--- src/rtl/core/chmd_pkg.sv ---
`timescale 1ns / 1ps

package chmd_pkg;

    localparam int PERIOD_W = 16;
    localparam logic [PERIOD_W-1:0] PERIOD_RESET = 16'd195;

    typedef logic [PERIOD_W-1:0] t_period;

endpackage

--- src/rtl/core/chmd_sweep.sv ---
`timescale 1ns / 1ps

module chmd_sweep
    import chmd_pkg::*;
#(
    parameter int DELAY_DEPTH = 340,
    localparam int LEN_W = $clog2(DELAY_DEPTH)
) (
    input  logic             i_clk,
    input  logic             i_rst_n,
    input  logic             i_cfg_valid,
    input  t_period          i_cfg_period,
    input  logic             i_step,
    output logic [LEN_W-1:0] o_delay_length
);

    localparam logic [LEN_W-1:0] LAST = LEN_W'(DELAY_DEPTH - 1);
    localparam logic [LEN_W-1:0] ONE  = LEN_W'(1);

    t_period          r_period;
    t_period          r_tick;
    t_period          n_tick;
    logic [LEN_W-1:0] r_len;
    logic [LEN_W-1:0] n_len;
    logic             r_down;
    logic             n_down;

    always_comb begin
        n_len  = r_len;
        n_down = r_down;
        if (r_tick == r_period) begin
            n_tick = t_period'(1);
            if (r_down) begin
                if (r_len != '0) begin
                    n_len = r_len - ONE;
                end
            end else begin
                if (r_len < LAST) begin
                    n_len = r_len + ONE;
                end
            end
        end else begin
            n_tick = r_tick + t_period'(1);
        end
        if (n_len >= LAST) begin
            n_down = 1'b1;
        end
        if (n_len <= ONE) begin
            n_down = 1'b0;
        end
    end

    always_ff @(posedge i_clk) begin
        if (!i_rst_n) begin
            r_period <= PERIOD_RESET;
            r_tick   <= '0;
            r_len    <= '0;
            r_down   <= 1'b0;
        end else begin
            if (i_cfg_valid) begin
                r_period <= i_cfg_period;
            end
            if (i_step) begin
                r_tick <= n_tick;
                r_len  <= n_len;
                r_down <= n_down;
            end
        end
    end

    assign o_delay_length = r_len;

endmodule

--- config.mk ---
export PLATFORM = sky130hd
export DESIGN_NAME = chmd_sweep
export DESIGN_NICKNAME = d
export VERILOG_FILES = /design/src/rtl/core/chmd_pkg.sv /design/src/rtl/core/chmd_sweep.sv
export SDC_FILE = /design/constraint.sdc
export NUM_CORES = 1
export LEC_CHECK = 0
export BUFFER_PORTS_ARGS = -buffer_cell sky130_fd_sc_hd__buf_2
export CORE_MARGIN = 2
export CORE_UTILIZATION = 58
export CTS_CLUSTER_DIAMETER = 50
export DETAILED_ROUTE_END_ITERATION = 7
export PLACE_DENSITY = 0.8
export SYNTH_ARGS = -nofsm -noshare
export SYNTH_HDL_FRONTEND = slang
export SYNTH_SLANG_ARGS = --single-unit
--- constraint.sdc ---
create_clock -name i_clk -period 3.36 [get_ports i_clk]
set_input_delay 0.168 -clock i_clk [delete_from_list [all_inputs] [get_ports i_clk]]
set_output_delay 0.168 -clock i_clk [all_outputs]
set_load 0.01 [all_outputs]
# Word level (Yosys, flattened, before mapping)
# Index checks and enable logic that the tools add are counted.
# word_totals
register_bits,42
out_inout_bits,9
word_cells,21
# op_classes
addsub,3
n_lt_le_gt_ge,3
eq_ne,1
n_mux,7
n_reduce_logical,3
# ops
operator,count
$mux W9,4
$add A16 B1 Y16 const B,1
$eq A16 B16 Y1,1
$mux W16,1
$add A9 B1 Y9 const B,1
$ge A9 B9 Y1 const B,1
$le A9 B1 Y1 const B,1
$lt A9 B9 Y1 const B,1
$reduce_bool A9 Y1,1
$sub A9 B1 Y9 const B,1
$mux W1,2
$reduce_and A2 Y1,1
$reduce_bool A2 Y1,1

# Logic depth before layout (Yosys ltp)
# Gate-level depths: netlist (run 1).
# logic_depth
word_depth,7
depth_mapped,11
mapped_depth_nobuf,10

# Worst setup path before layout (run 1)
# No wires, ideal clock.
# synth_timing
path_kind,register to register
startpoint,"register r_len[1], in the netlist o_delay_length[1]"
endpoint,register r_down
setup_ps,126
arrival_ps,2454
t_required_ps,3234
setup_slack_ps,780
stages_incl_launch_ff,12
period_less_slack_ps,2580
path_cell_list,dfxtp_1 -> clkbuf_1 -> inv_1 -> ha_1 -> nor4b_2 -> a21o_1 -> o22a_1 -> a2111oi_2 -> xor2_1 -> or4_1 -> o31ai_1 -> a21oi_2
# synth_via
elab_chain_len,7
word_cells_on_any_way,13
cone_classes,2 x add/sub; 3 x order compare; 5 x mux; 3 x reduce/logical
# synth_lines
item,line_no,rtl
from (decl),chmd_sweep.sv:23,logic [LEN_W-1:0] r_len;
from (signal assigned),chmd_sweep.sv:65,r_len <= n_len;
"$add A9 B1 Y9, or another cell as far along",chmd_sweep.sv:39,n_len = r_len + ONE;
$mux W9 (on tied branches),"chmd_sweep.sv:38, chmd_sweep.sv:34",
$mux W9,chmd_sweep.sv:33,if (r_down) begin
$mux W9 *,chmd_sweep.sv:31,if (r_tick == r_period) begin
$ge A9 B9 Y1 / $le A9 B1 Y1 (equally long branches),"chmd_sweep.sv:45, chmd_sweep.sv:48",
$reduce_bool A2 Y1 (no line),-,
$reduce_and A2 Y1 (no line),-,
to (signal assigned),chmd_sweep.sv:66,r_down <= n_down;
to (decl),chmd_sweep.sv:25,logic r_down;
# Every way passes the cells marked *; elsewhere a longest branch is shown, timed or not.
# A chain may end at the register's enable or synchronous reset.

# Final worst setup path (run 1)
# layout_timing
startpoint,register r_tick[6]
endpoint,register r_down
# layout_via
elab_chain_len,5
word_cells_on_any_way,7
cone_classes,2 x order compare; 1 x eq/ne; 2 x mux; 2 x reduce/logical
# layout_lines
item,line_no,rtl
from (decl),chmd_sweep.sv:21,t_period r_tick;
from (signal assigned),chmd_sweep.sv:64,r_tick <= n_tick;
$eq A16 B16 Y1 *,chmd_sweep.sv:31,
$mux W9 *,chmd_sweep.sv:31,
$ge A9 B9 Y1 / $le A9 B1 Y1 (equally long branches),"chmd_sweep.sv:45, chmd_sweep.sv:48",
$reduce_bool A2 Y1 (no line),-,
$reduce_and A2 Y1 (no line),-,
# Marks and branches as above.

==> summary.txt, run 1 <==
Status
  • Result of the run: finished, final reports clean

Die
  • Overall die width: 68.1 um
  • Die footprint: 4630 sq um
  • Boundary pin count: 29
  • Starting utilization of the core area: 0.600
  • Core region area: roughly 4000 sq um
  • Die Y-Extent: 68.1 um
  • Standard-cell rows: 23

CTS
  • Setup fix buffers added after clock tree synthesis: 0
  • Skew-Pair Late Insertion Delay: 300 ps
  • Clock Sinks: 42
  • CTS resizes: 0
  • Clock root buffer: sky130_fd_sc_hd__clkbuf_8
  • Number of clock buffers inserted by TritonCTS: 5
  • TritonCTS clock tree: built
  • Deepest level of the CTS H-tree: 2
  • Buffer levels on the longest clock path: 2
  • Clock slew seen by the registers of the worst setup and hold paths: 80 ps
  • Hold buffers post-CTS: 0

Power and ir drop
  • Net switching power: 0.000226 W
  • Share of total power in combinational logic: 0.080
  • Switching fraction of total power: 0.223
  • Total power draw: roughly 0.0010 W
  • Cell area power density: approximately 390 nW/um^2
  • Worst IR Drop VDD: around 0.29 mV
  • Reg power frac: 0.520
  • Leakage power: 1.15 nW
  • Relative contribution of the clock network to total power: 0.400
  • Int Power: about 0.00079 W

Global route
  • Wire length of the first global-routing pass: 8.03 mm
  • Pin count of the biggest net entering global routing: 29
  • Number of antenna violations at the first check in global routing: 0
  • Global-route congestion overflow total: 0
  • All-Layer GR Usage: 0.232
  • Vias in the first global route: between 1500 and 2000

STA
  • Slew Limit Fails: 0
  • Number of endpoints failing setup at the final stage: 0
  • Maximum clock rate: 0.362 GHz
  • Final-report hold violation count: 0
  • Worst Clk Skew: slightly above 8 ps
  • Transition time at the pin with the least slew margin: 460 ps
  • Slew headroom: 0.693
  • Min Clock Period, post-route: approximately 2800 ps
  • Part of the cycle the worst path needs: 0.822
  • Setup slack of the critical path after layout: between 500 and 600 ps
  • Sum Neg Setup Slack: 0 ps
  • RSZ-0062 raised after global routing: false

Placement
  • # port buffers: 28
  • Post-placement setup slack: around 660 ps
  • Global placement routability congestion: 0.913
  • Total placed cells including tap cells: 336
  • Total half-perimeter wirelength after legalization and detailed placement: 3.48 mm

Min path
  • Worst hold path depth: 3
  • Hold path start: i_cfg_period[7]
  • Worst-case hold path end point: r_period[7]
  • Hold/Removal Path Class: in2reg

Finish
  • Number of fill cells: 341
  • Multi-input combinational cell area: 1430 sq um
  • Area growth syn-to-layout: 10.1%
  • Fraction of layout instances using a drive strength above 1: 0.167
  • Number of non-filler instances in the completed layout: 343
  • Net count, final: about 320
  • Storage cell area: 841 sq um
  • Antenna cells: 0

Synthesis
  • Most area-hungry cell type in the Yosys netlist: sky130_fd_sc_hd__dfxtp_1
  • Gate count after technology mapping: 273
  • Sequential cell area fraction in the yosys report: 0.353
  • Number of different library cells in the post-synthesis netlist: 49
  • Share of the synthesized area in the top cell type: 0.353
  • Mapped Avg Cell Area: 8.72 sq um
  • Summed instance area of the synthesized netlist: 2380 sq um
  • Flop and latch count out of synthesis: 42
  • Nets in the synthesized netlist: between 200 and 300
  • EDFF count, synth: 0
  • Top area cells in the synthesized netlist: sky130_fd_sc_hd__dfxtp_1 (35%), sky130_fd_sc_hd__xor2_1 (11%), sky130_fd_sc_hd__mux2i_1 (7.6%)
  • Predominant post-synthesis flop cell: sky130_fd_sc_hd__dfxtp_1
  • Proportion of register bits with asynchronous set or reset after synthesis: 0
  • Warnings from Yosys: 0

Detailed routing
  • Total wire length: slightly below 5 mm
  • Via count normalized by instance count: approximately 5.6
  • Total via count in the routed design: 1926
  • Number of detailed-routing iterations run before antenna repair: 4
  • DRT antenna net count: 0
  • Number of violations reported at the end of detailed-routing iteration 0: 189
  • DRC violation count after routing: 0
  • Wire length per cell after detailed routing: 14.0 um

Critical path
  • Crit path DAT: slightly below 3000 ps
  • Classification of the worst setup path: reg2reg
  • Number of cells on the worst reg-to-reg path: 8
  • Critical Path End Type: register
  • Minimum setup slack among reg-to-reg paths: 600 ps
  • CP Max Fanout: 17
  • R2R Path Start: r_tick[6]
  • Req. time, crit path: 3550 ps
  • Critical Path Start Type: register
  • Endpoint of the lowest-slack register-to-register path: r_down

Job
  • Number of max-capacitance violations reported: 0
## cells by family (layout without fill, tap and decap cells)
family                   Yosys count  after routing  share of synthesized area
flip-flops                        42             42                      0.353
multiplexers                      18             18                     0.0757
XOR/XNOR                          40             40                      0.147
adder cells (fa/ha/maj)            3              3                     0.0158
buffers and inverters             23             43                     0.0452
AO/OA/AOI/OAI                     36             36                      0.107
AND/OR/NAND/NOR                  111            111                      0.256
## cell usage after synthesis (3+ instances only)
library cell,n
sky130_fd_sc_hd__dfxtp_1,42
sky130_fd_sc_hd__xor2_1,31
sky130_fd_sc_hd__nor2_1,28
sky130_fd_sc_hd__nand2_1,19
sky130_fd_sc_hd__mux2i_1,18
sky130_fd_sc_hd__nor2b_1,15
sky130_fd_sc_hd__clkbuf_1,11
sky130_fd_sc_hd__nand3_1,10
sky130_fd_sc_hd__xnor2_1,9
sky130_fd_sc_hd__nor3_1,7
sky130_fd_sc_hd__and2_1,6
sky130_fd_sc_hd__inv_1,6
sky130_fd_sc_hd__a21oi_1,5
sky130_fd_sc_hd__and3_1,5
sky130_fd_sc_hd__nor4_2,5
sky130_fd_sc_hd__o21ai_0,5
sky130_fd_sc_hd__nand4_1,4
sky130_fd_sc_hd__ha_1,3
## routing by layer
metal | global-route usage | vias up | wire length (um) | part of all wire
li1 | - | 976 | - | -
met1 | 0.319 | 886 | 2290 | 0.48
met2 | 0.350 | 56 | 2170 | 0.45
met3 | 0.0543 | 8 | 260 | 0.054
met4 | 0.0925 | 0 | 90 | 0.019
met5 | 0 | - | 0 | 0
## layout make-up
type                    instances  area share
clock inverters                 1      0.0115
multi-input cells             208       0.546
well taps                      50      0.0239
repair buffers                 29      0.0563
flip-flops and latches         42       0.321
inverters                       7      0.0100
clock buffers                   6      0.0315
## through the flow
stage | utilization | instance area [sq um] | hold WS [ps]
final | 0.660 | 2620 | 82.7
after global routing | 0.660 | 2620 | 87.8
after detailed placement | 0.632 | 2510 | 390
after global placement | 0.632 | 2510 | 382
after CTS | 0.660 | 2620 | 77.8
after floorplan | - | 2380 | 297
## state kept, by name (all words and copies together), names as in the netlist
signal          count
r_period           16
r_tick             16
o_delay_length      9
r_down              1
## worst max-delay path by stage
stage | from | to | slack (ps) | cells past startpoint
floorplan | o_delay_length[1] | r_down | 780 | 11
global placement | r_tick[6] | r_down | 730 | 8
detailed placement | o_delay_length[1] | r_down | 660 | 10
CTS | r_tick[6] | r_down | 600 | 8
global route | r_tick[6] | r_down | 440 | 8
finish | r_tick[6] | r_down | 600 | 8
## layout by cell type, fill, tap and decap left out, types with 7 or more instances in the layout
cell type	instances
sky130_fd_sc_hd__buf_2	28
sky130_fd_sc_hd__dfxtp_1	42
sky130_fd_sc_hd__mux2i_1	18
sky130_fd_sc_hd__nand2_1	19
sky130_fd_sc_hd__nand3_1	10
sky130_fd_sc_hd__nor2_1	28
sky130_fd_sc_hd__nor2b_1	15
sky130_fd_sc_hd__nor3_1	7
sky130_fd_sc_hd__xnor2_1	9
sky130_fd_sc_hd__xor2_1	31
## power by group through the flow
stage | clock network, W | logic (W) | registers, W
2_1_floorplan | 0 | 0.0000622 | 0.000534
3_5_place_dp | 0 | 0.0000816 | 0.000540
6_report | 0.000406 | 0.0000810 | 0.000529
4_1_cts | 0.000415 | 0.0000821 | 0.000528
3_3_place_gp | 0 | 0.0000794 | 0.000539
5_1_grt | 0.000433 | 0.0000898 | 0.000530
## critical path, cell delays in order, from the launching register on
cell and delay, ps:
sky130_fd_sc_hd__dfxtp_1 380, sky130_fd_sc_hd__xor2_1 190, sky130_fd_sc_hd__nor4_2 330, sky130_fd_sc_hd__nand4_2 390, sky130_fd_sc_hd__a2111oi_2 480, sky130_fd_sc_hd__xor2_1 170
sky130_fd_sc_hd__or4_1 520, sky130_fd_sc_hd__o31ai_1 100, sky130_fd_sc_hd__a21oi_2 80
Power figures use the tool's default switching activity.
==> inputs of run 2 (changes only) <==
ABC_AREA = 1   (was not set)
CORE_UTILIZATION = 53   (was 58)
PLACE_DENSITY = 0.76   (was 0.8)
clock period = 2.5 ns   (was 3.36 ns; I/O delays follow)
==> summary.txt, run 2 <==
Synthesis
  • Sequential cell area fraction in the yosys report: 0.327 (-0.0260)
  • Proportion of register bits with asynchronous set or reset after synthesis: 0 (unchanged)
  • Summed instance area of the synthesized netlist: 2570 sq um (+7.9%)
  • EDFF count, synth: 0 (unchanged)
  • Number of different library cells in the post-synthesis netlist: 38 (-22%)
  • Share of the synthesized area in the top cell type: 0.327 (-0.0260)
  • Gate count after technology mapping: 374 (+37%)
  • Most area-hungry cell type in the Yosys netlist: sky130_fd_sc_hd__dfxtp_1
  • Predominant post-synthesis flop cell: sky130_fd_sc_hd__dfxtp_1
  • Warnings from Yosys: 0 (unchanged)
  • Mapped Avg Cell Area: 6.87 sq um (-21%)
  • Top area cells in the synthesized netlist: sky130_fd_sc_hd__dfxtp_1 (33%), sky130_fd_sc_hd__nand2_1 (12%), sky130_fd_sc_hd__nor2_1 (7.9%)
  • Library cell with the highest instance count after synthesis: sky130_fd_sc_hd__nand2_1
  • Most frequent cells after synthesis: sky130_fd_sc_hd__nand2_1 (82), sky130_fd_sc_hd__nor2_1 (54), sky130_fd_sc_hd__dfxtp_1 (42)
  • Nets in the synthesized netlist: 397 (+34%)
  • Flop and latch count out of synthesis: 42 (unchanged)

CTS
  • Buffer levels on the longest clock path: 2 (unchanged)
  • Clock Sinks: 42 (unchanged)
  • Clock root buffer: sky130_fd_sc_hd__clkbuf_8
  • Hold buffers post-CTS: 0 (unchanged)
  • Deepest level of the CTS H-tree: 2 (unchanged)
  • Setup fix buffers added after clock tree synthesis: 0 (unchanged)
  • Clock slew seen by the registers of the worst setup and hold paths: 80 ps (about the same)
  • Number of clock buffers inserted by TritonCTS: 5 (unchanged)
  • Skew-Pair Late Insertion Delay: 300 ps (about the same)
  • TritonCTS clock tree: built
  • CTS resizes: 0 (unchanged)

Power and ir drop
  • Leakage power: 1.25 nW (+8.8%)
  • Total power draw: 0.00136 W (+34%)
  • Worst IR Drop VDD: 0.521 mV (+77%)
  • Cell area power density: 488 nW/um^2 (+26%)

Min path
  • Worst hold path depth: 3 (unchanged)
  • Hold/Removal Path Class: in2reg
  • Hold path start: i_cfg_period[6]
  • Worst-case hold path end point: r_period[6]

STA
  • Transition time at the pin with the least slew margin: 471 ps (+11.2 ps)
  • Part of the cycle the worst path needs: 0.912 (+0.0899)
  • Maximum clock rate: 0.439 GHz (+21%)
  • Slew Limit Fails: 0 (unchanged)
  • Sum Neg Setup Slack: 0 ps (unchanged)
  • Worst Clk Skew: 8.88 ps (+0.615 ps)
  • RSZ-0062 raised after global routing: false
  • Min Clock Period, post-route: 2280 ps (-482 ps)
  • Slew headroom: 0.684 (-0.00942)
  • Final-report hold violation count: 0 (unchanged)
  • Worst hold margin: 39.8 ps (-42.9 ps)
  • Number of endpoints failing setup at the final stage: 0 (unchanged)

Critical path
  • CP top delay family: simple AND/OR/NAND/NOR gates
  • Cell breakdown of the critical path: inv_1, ha_1, nand2_2, nor2_4, nand2_4, nand2_2, o22ai_1, nand2_2, xor2_1, nand2_1, nor2_1, nand3_1, nand2_1, a21oi_2
  • CP Max Fanout: 6 (-11)
  • Max incr delay on CP: 470 ps (-50 ps)
  • Number of stages on the worst setup path: 14 (+6)
  • CP max stage cell: sky130_fd_sc_hd__dfxtp_1
  • Classification of the worst setup path: reg2reg
  • Start point of the critical path: o_delay_length[0]
  • Number of cells on the worst reg-to-reg path: 14 (+6)
  • R2R Path Start: o_delay_length[0]
  • Critical Path End Type: register
  • Crit path buf inv count: 1 (+1)
  • Crit path DAT: 2460 ps (-490 ps)
  • Minimum setup slack among reg-to-reg paths: 220 ps (-380 ps)
  • Req. time, crit path: 2680 ps (-870 ps)
  • Endpoint of the lowest-slack register-to-register path: r_down
  • Most repeated library cell on the critical path: sky130_fd_sc_hd__nand2_2
  • Critical Path Start Type: register

Placement
  • Global placement routability congestion: 1.05 (+15%)
  • Total half-perimeter wirelength after legalization and detailed placement: 4.38 mm (+26%)
  • # port buffers: 28 (unchanged)

Finish
  • Fraction of layout instances using a drive strength above 1: 0.199 (+0.0318)
  • Antenna cells: 0 (unchanged)
  • Commonest non-fill, non-tap cell in the layout: sky130_fd_sc_hd__nand2_1
  • Commonest cells after routing, fill and taps aside: sky130_fd_sc_hd__nand2_1 (82), sky130_fd_sc_hd__nor2_1 (54), sky130_fd_sc_hd__dfxtp_1 (42)
  • Net count, final: 421 (+33%)
  • Area growth syn-to-layout: 8.62%

Global route
  • Wire length of the first global-routing pass: 9.78 mm (+22%)
  • Number of antenna violations at the first check in global routing: 0 (unchanged)
  • All-Layer GR Usage: 0.232 (about the same)
  • Pin count of the biggest net entering global routing: 27 (-6.9%)
  • Global-route congestion overflow total: 0 (unchanged)
  • Vias in the first global route: 2160 (+27%)

Die
  • Die Y-Extent: 73.6 um (+8.2%)
  • Standard-cell rows: 25 (+8.7%)
  • Die footprint: 5420 sq um (+17%)
  • Starting utilization of the core area: 0.548 (-0.0518)
  • Boundary pin count: 29 (unchanged)
  • Overall die width: 73.6 um (+8.2%)
  • Core region area: 4690 sq um (+18%)

Detailed routing
  • Number of detailed-routing iterations run before antenna repair: 4 (unchanged)
  • Wire length per cell after detailed routing: 12.7 um (-9.4%)
  • DRC violation count after routing: 0 (unchanged)
  • DRT antenna net count: 0 (unchanged)
  • Total wire length: 5.73 mm (+19%)
  • Number of violations reported at the end of detailed-routing iteration 0: 177 (-6.3%)
  • Via count normalized by instance count: 5.28 (-6.0%)
  • Total via count in the routed design: 2381 (+24%)

Status
  • Result of the run: finished, final reports clean

Job
  • Number of max-capacitance violations reported: 0 (unchanged)
run 2: changes by cell type after synthesis, moves of 6 or more:
cell / change
sky130_fd_sc_hd__nand2_2: +8
sky130_fd_sc_hd__xor2_1: -22
sky130_fd_sc_hd__clkbuf_1: -7
sky130_fd_sc_hd__nand2_1: +63
sky130_fd_sc_hd__a21oi_1: +9
sky130_fd_sc_hd__inv_2: +10
sky130_fd_sc_hd__and2_1: -6
sky130_fd_sc_hd__nor2_1: +26
sky130_fd_sc_hd__o21ai_0: +17
sky130_fd_sc_hd__nor2b_1: -15
sky130_fd_sc_hd__xnor2_1: +6
sky130_fd_sc_hd__inv_1: +21
sky130_fd_sc_hd__nand3_1: +15
sky130_fd_sc_hd__mux2i_1: -18
run 2: per-stage QoR:
step	setup slack, ps	area [sq um]	utilization	cells
CTS	237	2790	0.595	451
global route	54.2	2790	0.595	451
global placement	190	2710	0.577	445
floorplan	624	2570	-	374
detailed placement	284	2710	0.577	445
finish	220	2790	0.595	451
run 2: power by group:
part | internal [W] | leakage [nW] | switching (W)
logic | 0.0000815 | 0.865 | 0.000119
clock network | 0.000213 | 0.0431 | 0.000219
registers | 0.000697 | 0.345 | 0.0000325
total | 0.000992 | 1.25 | 0.000370
run 2: worst max-delay path by stage:
stage | endpoint | slack, ps
2_1_floorplan | r_down | 620
3_3_place_gp | r_down | 190
3_5_place_dp | r_down | 280
4_1_cts | r_down | 240
5_1_grt | r_down | 50
6_report | r_down | 220
run 2: worst reg2reg max path, cell delays in order (launching register included):
cell and delay (ps):
sky130_fd_sc_hd__dfxtp_1 470, sky130_fd_sc_hd__inv_1 180, sky130_fd_sc_hd__ha_1 280, sky130_fd_sc_hd__nand2_2 140, sky130_fd_sc_hd__nor2_4 60, sky130_fd_sc_hd__nand2_4 80, sky130_fd_sc_hd__nand2_2 90, sky130_fd_sc_hd__o22ai_1 220
sky130_fd_sc_hd__nand2_2 110, sky130_fd_sc_hd__xor2_1 140, sky130_fd_sc_hd__nand2_1 90, sky130_fd_sc_hd__nor2_1 120, sky130_fd_sc_hd__nand3_1 80, sky130_fd_sc_hd__nand2_1 70, sky130_fd_sc_hd__a21oi_2 30
run 2: cell type report:
cell class              count  area (sq um)
inverters                  39           146
clock buffers               6          82.6
fillers                   446          1900
repair buffers             31           163
multi-input cells         279          1490
well taps                  54          67.6
flip-flops and latches     42           841
run 2: cells by family (layout without fill, tap and decap cells):
| kind of cell | Yosys count | after routing | share of synthesized area |
|---|---|---|---|
| buffers and inverters | 53 | 76 | 0.0925 |
| AO/OA/AOI/OAI | 53 | 53 | 0.116 |
| XOR/XNOR | 24 | 24 | 0.0818 |
| adder cells (fa/ha/maj) | 3 | 3 | 0.0146 |
| AND/OR/NAND/NOR | 199 | 199 | 0.368 |
| flip-flops | 42 | 42 | 0.327 |
run 2: layer usage:
metal  vias up  global-route usage  part of all wire
li1       1236                   -                 -
met1      1046               0.289              0.44
met2        76               0.385              0.47
met3        23              0.0412             0.048
met4         0               0.111             0.040
met5         -                   0                 0
==> inputs of run 3 (changes only) <==
--- a/config.mk
+++ b/config.mk
@@ -10,6 +10,6 @@
 export CORE_MARGIN = 2
-export CORE_UTILIZATION = 53
+export CORE_UTILIZATION = 58
 export CTS_CLUSTER_DIAMETER = 50
 export DETAILED_ROUTE_END_ITERATION = 7
-export PLACE_DENSITY = 0.76
+export PLACE_DENSITY = 0.79
 export SYNTH_ARGS = -nofsm -noshare
==> constraint.sdc (replaced) <==
create_clock -name i_clk -period 2.3 [get_ports i_clk]
set_input_delay 0.23 -clock i_clk [delete_from_list [all_inputs] [get_ports i_clk]]
set_output_delay 0.23 -clock i_clk [all_outputs]
set_load 0.01 [all_outputs]
==> summary.txt, run 3 (synthesized netlist as in run 2, its figures left out) <==
Min path
  • Hold/Removal Path Class: in2reg
  • Worst hold path depth: 3 (unchanged)
  • Worst-case hold path end point: r_period[6]
  • Hold path start: i_cfg_period[6]

Finish
  • Commonest non-fill, non-tap cell in the layout: sky130_fd_sc_hd__nand2_1
  • Number of non-filler instances in the completed layout: 452 (+0.22%)
  • Fraction of layout instances using a drive strength above 1: 0.205 (+0.00601)
  • Commonest cells after routing, fill and taps aside: sky130_fd_sc_hd__nand2_1 (82), sky130_fd_sc_hd__nor2_1 (54), sky130_fd_sc_hd__dfxtp_1 (41)
  • Net count, final: 422 (+0.24%)
  • Area growth syn-to-layout: 9.93%
  • Number of fill cells: 402 (-9.9%)
  • Antenna cells: 0 (unchanged)

Critical path
  • Number of stages on the worst setup path: 15 (+1)
  • Crit path buf inv count: 3 (+2)
  • CP Max Fanout: 10 (+4)
  • Number of cells on the worst reg-to-reg path: 15 (+1)
  • Critical Path Start Type: register
  • Most repeated library cell on the critical path: sky130_fd_sc_hd__nand2_1
  • Minimum setup slack among reg-to-reg paths: 230 ps (about the same)
  • Endpoint of the lowest-slack register-to-register path: r_down
  • Max incr delay on CP: 620 ps (+150 ps)
  • Classification of the worst setup path: reg2reg
  • Cell breakdown of the critical path: nor2_4, nand3_1, inv_2, nand2_2, nand2_1, inv_2, nand3_1, nand2_1, nand2_1, xor2_1, inv_1, nor2_1, nand3_1, nand2_1, a21oi_2
  • CP top delay family: simple AND/OR/NAND/NOR gates
  • R2R Path Start: o_delay_length[2]
  • Crit path DAT: 2250 ps (-210 ps)
  • Req. time, crit path: 2480 ps (-200 ps)
  • Critical Path End Type: register
  • CP max stage cell: sky130_fd_sc_hd__dfxtp_1

Die
  • Die footprint: 4980 sq um (-8.2%)
  • Die Y-Extent: 70.6 um (-4.2%)
  • Core region area: 4320 sq um (-7.8%)
  • Standard-cell rows: 24 (-4.0%)
  • Overall die width: 70.6 um (-4.2%)
  • Boundary pin count: 29 (unchanged)
  • Starting utilization of the core area: 0.594 (+0.0466)

STA
  • Sum Neg Setup Slack: 0 ps (unchanged)
  • Part of the cycle the worst path needs: 0.899 (-0.0132)
  • Worst Clk Skew: 7.81 ps (-1.07 ps)
  • Final-report hold violation count: 0 (unchanged)
  • Setup slack of the critical path after layout: 233 ps (+12.7 ps)
  • Slew headroom: 0.679 (-0.00476)
  • Min Clock Period, post-route: 2070 ps (-213 ps)
  • Maximum clock rate: 0.484 GHz (+10%)
  • RSZ-0062 raised after global routing: false
  • Worst hold margin: 143 ps (+103 ps)
  • Number of endpoints failing setup at the final stage: 0 (unchanged)
  • Transition time at the pin with the least slew margin: 481 ps (+9.39 ps)
  • Slew Limit Fails: 0 (unchanged)

Global route
  • Wire length of the first global-routing pass: 10.2 mm (+3.9%)
  • Number of antenna violations at the first check in global routing: 0 (unchanged)
  • Global-route congestion overflow total: 0 (unchanged)
  • Vias in the first global route: 2284 (+5.7%)
  • Pin count of the biggest net entering global routing: 27 (unchanged)
  • All-Layer GR Usage: 0.248 (+0.0163)

Detailed routing
  • DRT antenna net count: 0 (unchanged)
  • Wire length per cell after detailed routing: 12.4 um (-2.0%)
  • Total via count in the routed design: 2402 (+0.88%)
  • Total wire length: 5.63 mm (-1.8%)
  • DRC violation count after routing: 0 (unchanged)
  • Via count normalized by instance count: 5.31 (+0.66%)
  • Number of violations reported at the end of detailed-routing iteration 0: 197 (+11%)
  • Number of detailed-routing iterations run before antenna repair: 4 (unchanged)

CTS
  • Buffer levels on the longest clock path: 2 (unchanged)
  • TritonCTS clock tree: built
  • Clock root buffer: sky130_fd_sc_hd__clkbuf_8
  • Clock slew seen by the registers of the worst setup and hold paths: 80 ps (about the same)
  • Deepest level of the CTS H-tree: 2 (unchanged)
  • Clock Sinks: 42 (unchanged)
  • Number of clock buffers inserted by TritonCTS: 5 (unchanged)
  • Skew-Pair Late Insertion Delay: 290 ps (about the same)

Power and ir drop
  • Worst IR Drop VDD: 0.412 mV (-21%)
  • Leakage power: 1.27 nW (+1.1%)
  • Total power draw: 0.00158 W (+16%)
  • Cell area power density: 559 nW/um^2 (+15%)

Placement
  • Total placed cells including tap cells: 444 (-0.22%)
  • Post-placement setup slack: 234 ps (-50.7 ps)
  • Total half-perimeter wirelength after legalization and detailed placement: 4.29 mm (-2.1%)
  • # port buffers: 28 (unchanged)
  • Global placement routability congestion: 0.970 (-7.9%)

Status
  • Result of the run: finished, final reports clean

Job
  • Number of max-capacitance violations reported: 0 (unchanged)
## run 3: cell count changes in the layout (fill, tap and decap cells not counted), sizes merged
cell	previous run	this run
bufinv	0	1
clkinvlp	0	1
buf	31	32
## run 3: how the worst max path moves through the flow
stage | start | end | slack [ps]
CTS | o_delay_length[0] | r_down | 200
global route | o_delay_length[2] | r_down | 0.3
finish | o_delay_length[2] | r_down | 230
floorplan | o_delay_length[1] | r_down | 420
global placement | o_delay_length[2] | r_down | 310
detailed placement | o_delay_length[0] | r_down | 230
## run 3: cell type report
| cell class | count | area (sq um) | share of cell area |
|---|---|---|---|
| Multi-Input combinational cell | 279 | 1490 | 0.528 |
| Inverter | 39 | 146 | 0.0518 |
| Clock inverter | 2 | 37.5 | 0.0133 |
| Timing Repair Buffer | 32 | 170 | 0.0602 |
| Clock buffer | 6 | 72.6 | 0.0257 |
| Tap cell | 52 | 65.1 | 0.0230 |
| Sequential cell | 42 | 842 | 0.298 |
## run 3: timing repair
| item | in CTS | in global routing |
|---|---|---|
| endpoints found under the setup margin | 0 | 1 |
| hold buffers | 0 | 0 |
| resized for setup | 0 | 1 |
| buffers inserted | 0 | 0 |
## run 3: power by group
group	internal [W]	switching, W
clock network	0.000324	0.000246
logic	0.0000885	0.000128
registers	0.000758	0.0000367
total	0.00117	0.000410
## run 3: metrics by stage
step | instance area, sq um | utilization
6_report | 2830 | 0.653
3_3_place_gp | 2710 | 0.628
3_5_place_dp | 2710 | 0.628
2_1_floorplan | 2570 | -
4_1_cts | 2820 | 0.653
5_1_grt | 2830 | 0.653
## run 3: layer usage
layer | GRT usage | part of all wire
met1 | 0.325 | 0.46
met5 | 0 | 0
met4 | 0.0797 | 0.014
met2 | 0.417 | 0.48
met3 | 0.0470 | 0.043
## run 3: worst min-delay path, delay by kind of cell
family	cells	cell delay [ps]
buffers and inverters	1	80
and+or+nand+nor	2	100
